### src/tmu_pkg.sv
// Shared types, codes and constants of the three channel reload timer unit.
`default_nettype none

package tmu_pkg;

  localparam int DEFAULT_CHANNELS = 3;

  localparam int CNT_W  = 32;
  localparam int CR_W   = 16;
  localparam int TOCR_W = 8;
  localparam int PRE_W  = 12;
  localparam int IDX_W  = 4;
  localparam int OP_W   = 2;
  localparam int IRQ_W  = 3;

  // operation codes
  localparam logic [OP_W-1:0] OP_TICK  = 2'd0;
  localparam logic [OP_W-1:0] OP_READ  = 2'd1;
  localparam logic [OP_W-1:0] OP_WRITE = 2'd2;

  // register map
  localparam logic [IDX_W-1:0] REG_TOCR = 4'd0;
  localparam logic [IDX_W-1:0] REG_TSTR = 4'd1;
  localparam int REG_CH_BASE = 2;
  localparam int REGS_PER_CH = 3;
  localparam int REG_COR_OFS = 0;
  localparam int REG_CNT_OFS = 1;
  localparam int REG_CR_OFS  = 2;

  // control register bits
  localparam int CR_UNF_BIT = 8;
  localparam int CR_EN_BIT  = 5;
  localparam logic [2:0] MODE_DIV16   = 3'd0;
  localparam logic [2:0] MODE_DIV64   = 3'd1;
  localparam logic [2:0] MODE_DIV256  = 3'd2;
  localparam logic [2:0] MODE_DIV1024 = 3'd3;
  localparam logic [2:0] MODE_DIV4096 = 3'd4;

  typedef struct packed {
    logic tick;    // tick with channel started
    logic wr_cor;
    logic wr_cnt;
    logic wr_cr;
  } chan_ctl_t;

  // prescaler bits that must be zero for a count event
  function automatic logic [PRE_W-1:0] prescale_mask(input logic [2:0] mode);
    logic [PRE_W-1:0] m;
    case (mode)
      MODE_DIV16:   m = 12'h00f;
      MODE_DIV64:   m = 12'h03f;
      MODE_DIV256:  m = 12'h0ff;
      MODE_DIV1024: m = 12'h3ff;
      MODE_DIV4096: m = 12'hfff;
      default:      m = 12'h000;
    endcase
    return m;
  endfunction

endpackage

`default_nettype wire

### src/tmu_channel.sv
// One timer channel: reload constant, down counter and control register.
`default_nettype none

module tmu_channel
  import tmu_pkg::*;
(
  input  wire logic             clk,
  input  wire logic             rst,
  input  wire chan_ctl_t        ctl,
  input  wire logic [PRE_W-1:0] prescale_next,
  input  wire logic [CNT_W-1:0] wdata,
  output logic      [CNT_W-1:0] cor,
  output logic      [CNT_W-1:0] cnt,
  output logic      [CR_W-1:0]  cr,
  output logic                  irq_next
);

  logic [CNT_W-1:0] cor_next;
  logic [CNT_W-1:0] cnt_next;
  logic [CR_W-1:0]  cr_next;
  logic             hit;

  // modes above /4096 never count
  assign hit = ctl.tick && (cr[2:0] <= MODE_DIV4096) &&
               ((prescale_next & prescale_mask(cr[2:0])) == '0);

  always_comb begin
    cor_next = cor;
    cnt_next = cnt;
    cr_next  = cr;
    if (hit) begin
      if (cnt == '0) begin
        cnt_next = cor;
        cr_next[CR_UNF_BIT] = 1'b1;
      end else begin
        cnt_next = cnt - 1'b1;
      end
    end
    if (ctl.wr_cor) cor_next = wdata;
    if (ctl.wr_cnt) cnt_next = wdata;
    if (ctl.wr_cr)  cr_next  = wdata[CR_W-1:0];
  end

  assign irq_next = cr_next[CR_UNF_BIT] & cr_next[CR_EN_BIT];

  always_ff @(posedge clk) begin
    if (rst) begin
      cor <= '1;
      cnt <= '1;
      cr  <= '0;
    end else begin
      cor <= cor_next;
      cnt <= cnt_next;
      cr  <= cr_next;
    end
  end

endmodule

`default_nettype wire

### src/three_channel_reload_timer_unit.sv
// Top level of the reload timer unit: request register, register bank, result register.
`default_nettype none

// Reload timer unit with CHANNELS 32-bit down counters behind a register bank.
// Each request on the slave stream is a peripheral clock tick, a register read
// or a register write, and yields exactly one result on the master stream:
// the read data (zero for ticks and writes) and the interrupt lines as they
// stand after the request took effect. A request is captured in an input
// register and is executed against the register bank once the result
// register is free or being drained; the result then sits in the result
// register and stays there while m_tready is low. One request per cycle is
// sustained while m_tready stays high. All channels and the 12-bit
// prescaler update in parallel on a tick; a started channel in mode 0..4
// counts when the prescaler low bits roll to zero (/16 .. /4096), modes 5..7
// hold. On underflow the counter reloads from its constant and sets control
// bit 8; interrupt line n is that flag ANDed with control bit 5. The offset
// after the last channel (TCPR2) and any higher one reads zero and ignores
// writes.

module three_channel_reload_timer_unit
  import tmu_pkg::*;
#(
  parameter int CHANNELS = DEFAULT_CHANNELS
) (
  input  wire logic        clk,
  input  wire logic        rst,
  input  wire logic        s_tvalid,
  output logic             s_tready,
  input  wire logic [39:0] s_tdata,   // [3:0] reg_index, [35:4] write_data, [39:36] zero
  input  wire logic [1:0]  s_tuser,   // [1:0] operation
  output logic             m_tvalid,
  input  wire logic        m_tready,
  output logic      [39:0] m_tdata    // [31:0] read_data, [34:32] irq_lines, [39:35] zero
);

  // input register
  logic             in_valid;
  logic [OP_W-1:0]  op_q;
  logic [IDX_W-1:0] idx_q;
  logic [CNT_W-1:0] wdata_q;

  // global registers
  logic [PRE_W-1:0]    prescale;
  logic [PRE_W-1:0]    prescale_next;
  logic [CHANNELS-1:0] start_bits;
  logic [TOCR_W-1:0]   tocr;

  logic fire;
  logic s_accept;
  logic is_tick;
  logic is_write;

  chan_ctl_t           ctl   [CHANNELS];
  logic [CNT_W-1:0]    cor   [CHANNELS];
  logic [CNT_W-1:0]    cnt   [CHANNELS];
  logic [CR_W-1:0]     cr    [CHANNELS];
  logic [CHANNELS-1:0] irq_next;
  logic [CHANNELS-1:0] irq_now;
  logic [CHANNELS+IRQ_W-1:0] irq_next_pad;
  logic [CHANNELS+IRQ_W-1:0] irq_now_pad;
  logic [CNT_W-1:0]    rdata;

  // request executes once the result register can take its result
  assign fire     = in_valid && (!m_tvalid || m_tready);
  assign s_tready = !in_valid || fire;
  assign s_accept = s_tvalid && s_tready;
  assign is_tick  = fire && (op_q == OP_TICK);
  assign is_write = fire && (op_q == OP_WRITE);

  assign prescale_next = prescale + 1'b1;

  always_ff @(posedge clk) begin
    if (rst) begin
      in_valid <= 1'b0;
    end else begin
      in_valid <= s_accept || (in_valid && !fire);
    end
    if (s_accept) begin
      op_q    <= s_tuser;
      idx_q   <= s_tdata[3:0];
      wdata_q <= s_tdata[35:4];
    end
  end

  always_ff @(posedge clk) begin
    if (rst) begin
      prescale   <= '0;
      start_bits <= '0;
      tocr       <= '0;
    end else begin
      if (is_tick) prescale <= prescale_next;
      if (is_write && idx_q == REG_TSTR) start_bits <= wdata_q[CHANNELS-1:0];
      if (is_write && idx_q == REG_TOCR) tocr <= wdata_q[TOCR_W-1:0];
    end
  end

  // channels
  for (genvar n = 0; n < CHANNELS; n++) begin : g_ch
    localparam int BASE = REG_CH_BASE + REGS_PER_CH * n;

    always_comb begin
      ctl[n].tick   = is_tick && start_bits[n];
      ctl[n].wr_cor = is_write && (32'(idx_q) == 32'(BASE + REG_COR_OFS));
      ctl[n].wr_cnt = is_write && (32'(idx_q) == 32'(BASE + REG_CNT_OFS));
      ctl[n].wr_cr  = is_write && (32'(idx_q) == 32'(BASE + REG_CR_OFS));
    end

    tmu_channel u_ch (
      .clk           (clk),
      .rst           (rst),
      .ctl           (ctl[n]),
      .prescale_next (prescale_next),
      .wdata         (wdata_q),
      .cor           (cor[n]),
      .cnt           (cnt[n]),
      .cr            (cr[n]),
      .irq_next      (irq_next[n])
    );

    assign irq_now[n] = cr[n][CR_UNF_BIT] & cr[n][CR_EN_BIT];
  end

  // register read mux; offsets past the bank fall through to zero
  always_comb begin
    rdata = '0;
    if (op_q == OP_READ) begin
      if (idx_q == REG_TOCR) rdata = CNT_W'(tocr);
      if (idx_q == REG_TSTR) rdata = CNT_W'(start_bits);
      for (int n = 0; n < CHANNELS; n++) begin
        if (32'(idx_q) == 32'(REG_CH_BASE + REGS_PER_CH * n + REG_COR_OFS))
          rdata = cor[n];
        if (32'(idx_q) == 32'(REG_CH_BASE + REGS_PER_CH * n + REG_CNT_OFS))
          rdata = cnt[n];
        if (32'(idx_q) == 32'(REG_CH_BASE + REGS_PER_CH * n + REG_CR_OFS))
          rdata = CNT_W'(cr[n]);
      end
    end
  end

  // only the first three channels reach the interrupt field
  assign irq_next_pad = {{IRQ_W{1'b0}}, irq_next};
  assign irq_now_pad  = {{IRQ_W{1'b0}}, irq_now};

  // result register
  always_ff @(posedge clk) begin
    if (rst) begin
      m_tvalid <= 1'b0;
    end else if (fire) begin
      m_tvalid <= 1'b1;
    end else if (m_tready) begin
      m_tvalid <= 1'b0;
    end
    if (fire) begin
      m_tdata <= {5'b0, irq_next_pad[IRQ_W-1:0], rdata};
    end
  end

  // interrupt field of a pending result matches the bank it was taken from
  a_irq_consistent: assert property (@(posedge clk) disable iff (rst)
    m_tvalid |-> (m_tdata[34:32] == irq_now_pad[IRQ_W-1:0]))
    else $error("irq field out of step with channel control");

  // prescaler advances by one on each executed tick
  a_prescale_step: assert property (@(posedge clk) disable iff (rst)
    is_tick |=> (prescale == $past(prescale_next)))
    else $error("prescaler did not advance on tick");

  // no global register moves without an executed request
  a_bank_hold: assert property (@(posedge clk) disable iff (rst)
    !fire |=> ($stable(prescale) && $stable(start_bits) && $stable(tocr)))
    else $error("global registers changed without a request");

  // a held request stays put until it executes
  a_req_hold: assert property (@(posedge clk) disable iff (rst)
    (in_valid && !fire) |=> (in_valid && $stable(op_q) && $stable(idx_q)))
    else $error("pending request lost or changed");

endmodule

`default_nettype wire

### config.mk
export PLATFORM = sky130hd
export DESIGN_NAME = three_channel_reload_timer_unit
export DESIGN_NICKNAME = d
export VERILOG_FILES = /design/src/tmu_pkg.sv /design/src/tmu_channel.sv /design/src/three_channel_reload_timer_unit.sv
export SDC_FILE = /design/constraint.sdc
export NUM_CORES = 1
export LEC_CHECK = 0
export BUFFER_PORTS_ARGS = -buffer_cell sky130_fd_sc_hd__buf_2
export CAP_MARGIN = 20
export CELL_PAD_IN_SITES_DETAIL_PLACEMENT = 1
export CELL_PAD_IN_SITES_GLOBAL_PLACEMENT = 1
export CORE_MARGIN = 5
export CORE_UTILIZATION = 47
export CTS_CLUSTER_DIAMETER = 50
export CTS_CLUSTER_SIZE = 30
export DETAILED_ROUTE_END_ITERATION = 16
export GPL_ROUTABILITY_DRIVEN = 0
export GPL_TIMING_DRIVEN = 0
export HOLD_SLACK_MARGIN = 0.12
export PLACE_DENSITY_LB_ADDON = 0.1
export REMOVE_ABC_BUFFERS = 1
export SYNTH_ARGS = -nofsm -noshare
export SYNTH_HDL_FRONTEND = slang
export SYNTH_SLANG_ARGS = --single-unit
### constraint.sdc
create_clock -name clk -period 3.4 [get_ports clk]
set_input_delay 0.34 -clock clk [delete_from_list [all_inputs] [get_ports clk]]
set_output_delay 0.34 -clock clk [all_outputs]
set_load 0.01 [all_outputs]
==> load_flow_metrics.sql <==
INSERT INTO impl_metrics (metric_group, metric, value, unit) VALUES
('status', 'outcome', 'complete, no violations', ''),
('clock_network', 'cts_made_buffers', '43', ''),
('setup_path', 'cp.arrival', '3.60', 'ns'),
('setup_path', 'path_class', 'flop to flop', ''),
('pwr', 'switching_power', '0.00245', 'W'),
('drt', 'wirelength', '64700', 'um'),
('timing', 'post-route-period-util', '0.978', ''),
('cells_and_area', 'layout.cells.most_common', 'nand2_1', ''),
('drt', 'route.antenna.remaining_nets', '0', ''),
('clock_network', 'cts.reportedPaths.clkPinSlew', '0.07', 'ns'),
('pwr', 'comb_power_share', '0.056', ''),
('floorplanning', 'overall_die_width', '202', 'um'),
('setup_path', 'timing.critical_path.fanout_max', '18', ''),
('logic_synthesis', 'ys.warnings.count', '0', ''),
('floorplanning', 'core_area', '0.0364', 'mm2'),
('logic_synthesis', 'yosys_most_used_dff', 'dfxtp_1', ''),
('place', 'count_of_placed_standard_cells_including_taps', '2495', ''),
('floorplanning', 'start_util', '0.473', ''),
('drt', 'routed_via_count', '16900', ''),
('logic_synthesis', 'yosys_register_bits', '338', ''),
('setup_path', 'crit-reg2reg-launch', 'idx_q[0]', ''),
('timing', 'worst_max_slew_pin_slew', '1.17', 'ns'),
('floorplanning', 'io-pin-count', '88', ''),
('pwr', 'seq_power_share', '0.452', ''),
('setup_path', 'timing.rr.end', 'm_tdata[13]', ''),
('setup_path', 'reg2reg_slack', '0.07', 'ns'),
('floorplanning', 'die_area', '0.0406', 'mm2'),
('place', 'detailedPlacementHpwl', '42800', 'um'),
('drt', 'drt_iter0_drc', '1650', ''),
('timing', 'slew_viol_final', '0', ''),
('logic_synthesis', 'netlist_area_before_placement', '0.0172', 'mm2'),
('clock_network', 'cts-root-to-sink-buffers', '3', ''),
('setup_path', 'critical_path_capture_point', 'm_tdata[13]', ''),
('logic_synthesis', 'yosys.cell_types.count', '79', ''),
('job', 'timing.max_cap.violations', '0', ''),
('setup_path', 'cp-start-kind', 'flop', ''),
('timing', 'finClkSkew', '0.0226', 'ns'),
('cells_and_area', 'multiInputGateArea', '0.00910', 'mm2'),
('clock_network', 'cts_max_level', '2', ''),
('grt', 'antenna_found_initial', '1', ''),
('drt', 'avg_vias_per_cell', '6.44', ''),
('logic_synthesis', 'synth_largest_area_cell', 'dfxtp_1', ''),
('timing', 'fin_crit', '3.33', 'ns'),
('logic_synthesis', 'synth-async-reset-ratio', '0', ''),
('pwr', 'power_leakage', '7.78', 'nW'),
('place', 'placement.cell_area', '0.0182', 'mm2'),
('clock_network', 'tritoncts', 'yes', ''),
('cells_and_area', 'most-common-layout-cells', '361 x nand2_1, 263 x dfxtp_1, 198 x nand3_1', ''),
('setup_path', 'timing.critical_path.to_type', 'flop', ''),
('floorplanning', 'core.rowCount', '70', ''),
('cells_and_area', 'filler_cell_count', '4269', ''),
('logic_synthesis', 'synthesis.area_per_instance', '8.23', 'um2'),
('pwr', 'internal_power', '0.00702', 'W'),
('drt', 'wl_per_cell', '24.7', 'um'),
('grt', 'grt_pass1_vias', '17028', ''),
('setup_path', 'cp.required', '3.67', 'ns'),
('drt', 'drtPass1Iterations', '5', ''),
('timing', 'final_hold_viol_count', '0', ''),
('setup_path', 'startpoint', 'idx_q[0]', ''),
('floorplanning', 'die_h', '202', 'um'),
('pwr', 'ir_drop', '0.416', 'mV'),
('grt', 'grt.total_usage', '0.309', ''),
('timing', 'slew-limit-headroom', '0.217', ''),
('grt', 'gr-total-overflow', '0', ''),
('logic_synthesis', 'synth_enable_flop_cells', '73', ''),
('cells_and_area', 'finalNonFillerCells', '2624', ''),
('drt', 'drc', '0', ''),
('grt', 'pin_count_of_the_biggest_net_entering_global_routing', '111', ''),
('logic_synthesis', 'synth.top_cell.area_share', '0.308', ''),
('logic_synthesis', 'ys_top_cells_by_area', 'dfxtp_1 31%, edfxtp_1 13%, nand2_1 7.9%', ''),
('cells_and_area', 'layout_cell_share_with_drive_strength_beyond_1', '0.129', '');
how the worst min path moves through the flow:
stage | start | end | slack [ns] | cells after the start
2_1_floorplan | rst | g_ch[1].u_ch.cr[0] | 0.41 | 1
3_3_place_gp | g_ch[1].u_ch.cr[6] | g_ch[1].u_ch.cr[6] | 0.44 | 2
3_5_place_dp | g_ch[1].u_ch.cr[3] | g_ch[1].u_ch.cr[3] | 0.45 | 2
4_1_cts | m_tready | m_tvalid | 0.16 | 4
5_1_grt | rst | g_ch[0].u_ch.cr[6] | 0.21 | 2
6_report | rst | tocr[3] | 0.19 | 2
stage by stage:
step,setup TNS (ns),setup slack (ns),power (W),hold slack [ns],util
3_5_place_dp,-38.69,-0.565,0.00483,0.450,0.499
6_report,0,0.0738,0.00947,0.189,0.554
3_3_place_gp,-845.21,-4.97,0.00480,0.441,0.480
2_1_floorplan,-55.63,-0.885,0.00454,0.409,-
5_1_grt,0,0.0511,0.00973,0.206,0.554
4_1_cts,-0.0107,-0.0105,0.00951,0.158,0.552
Yosys cell counts, types with 4 or more instances:
library cell / instances
nand2_1: 362
dfxtp_1: 265
nand3_1: 198
a21oi_1: 193
clkbuf_1: 146
nor2_1: 140
edfxtp_1: 73
nor3_1: 55
xnor2_1: 50
o21ai_0: 46
a22oi_1: 45
o211ai_1: 44
mux2i_1: 43
buf_2: 29
nor4_1: 29
a221oi_1: 26
inv_1: 23
xor2_1: 20
or3_1: 19
or4_1: 18
a22o_1: 17
o221ai_1: 17
o22ai_1: 17
a21o_1: 13
a211oi_1: 12
a221o_1: 11
nand4_1: 11
a211o_1: 10
nand2b_1: 10
nor2b_1: 10
o21ai_1: 10
and3_1: 9
mux2_2: 9
a31oi_1: 8
ha_1: 7
or2_2: 7
buf_4: 6
a222oi_1: 5
and4_1: 5
o21bai_1: 5
o31ai_1: 5
buf_1: 4
o211a_1: 4
flip-flops by register name (all words and copies together), names as in the netlist, 3 cells and up:
signal,flops
start_bits,3
wdata_q,32
prescale,12
g_ch.u_ch.cr,48
g_ch.u_ch.cnt,96
m_tdata,35
idx_q,4
g_ch.u_ch.cor,96
tocr,8
worst max-delay path: stages, from the launching register on:
cell	delay, ns
edfxtp_1	0.58
buf_16	0.21
nand2b_1	0.54
nor2_4	0.21
buf_8	0.22
a221oi_1	0.49
a21oi_1	0.09
a221o_1	0.35
mux2i_1	0.19
a21oi_1	0.10
final cells by class:
| cell class | count | share of cell area |
|---|---|---|
| clock buffer | 50 | 0.0590 |
| clock inverter | 29 | 0.0126 |
| inverter | 24 | 0.00471 |
| multi-input combinational | 1552 | 0.451 |
| sequential | 338 | 0.371 |
| tap | 468 | 0.0290 |
| timing repair buffer | 163 | 0.0725 |
metal layers:
layer  share of wire  vias to the layer above  global-route usage
met5               0                        -                   0
met1            0.45                     8544               0.443
met2            0.46                      584               0.493
met4           0.024                        0              0.0798
met3           0.068                      108              0.0442
li1                -                     7664                   -
power by group through the flow:
| stage | Clock, W | Sequential [W] | Combinational, W |
|---|---|---|---|
| after floorplan | 0 | 0.00433 | 0.000211 |
| after global placement | 0 | 0.00437 | 0.000424 |
| after detailed placement | 0 | 0.00437 | 0.000462 |
| after CTS | 0.00473 | 0.00428 | 0.000506 |
| after global routing | 0.00489 | 0.00428 | 0.000562 |
| final | 0.00466 | 0.00428 | 0.000527 |
kinds of logic after synthesis:
| logic type | count (synthesis) | synth area share |
|---|---|---|
| flops | 338 | 0.435 |
| other cells | 1 | 0.000217 |
| xor+xnor | 70 | 0.0355 |
| simple gates | 898 | 0.242 |
| mux | 54 | 0.0334 |
| fa+ha+maj | 7 | 0.00508 |
| buf+inv | 210 | 0.0495 |
| compound gates | 517 | 0.199 |
timing repair:
item | in CTS | in global routing
endpoints found under the setup margin | 157 | 73
pin swaps | 2 | 0
gates resized for setup | 14 | 14
cloned | 1 | 0
endpoints found under the hold margin | 39 | 0
setup buffers | 6 | 4
hold buffers | 39 | 0
No activity file was read; power rests on OpenSTA's default activity.
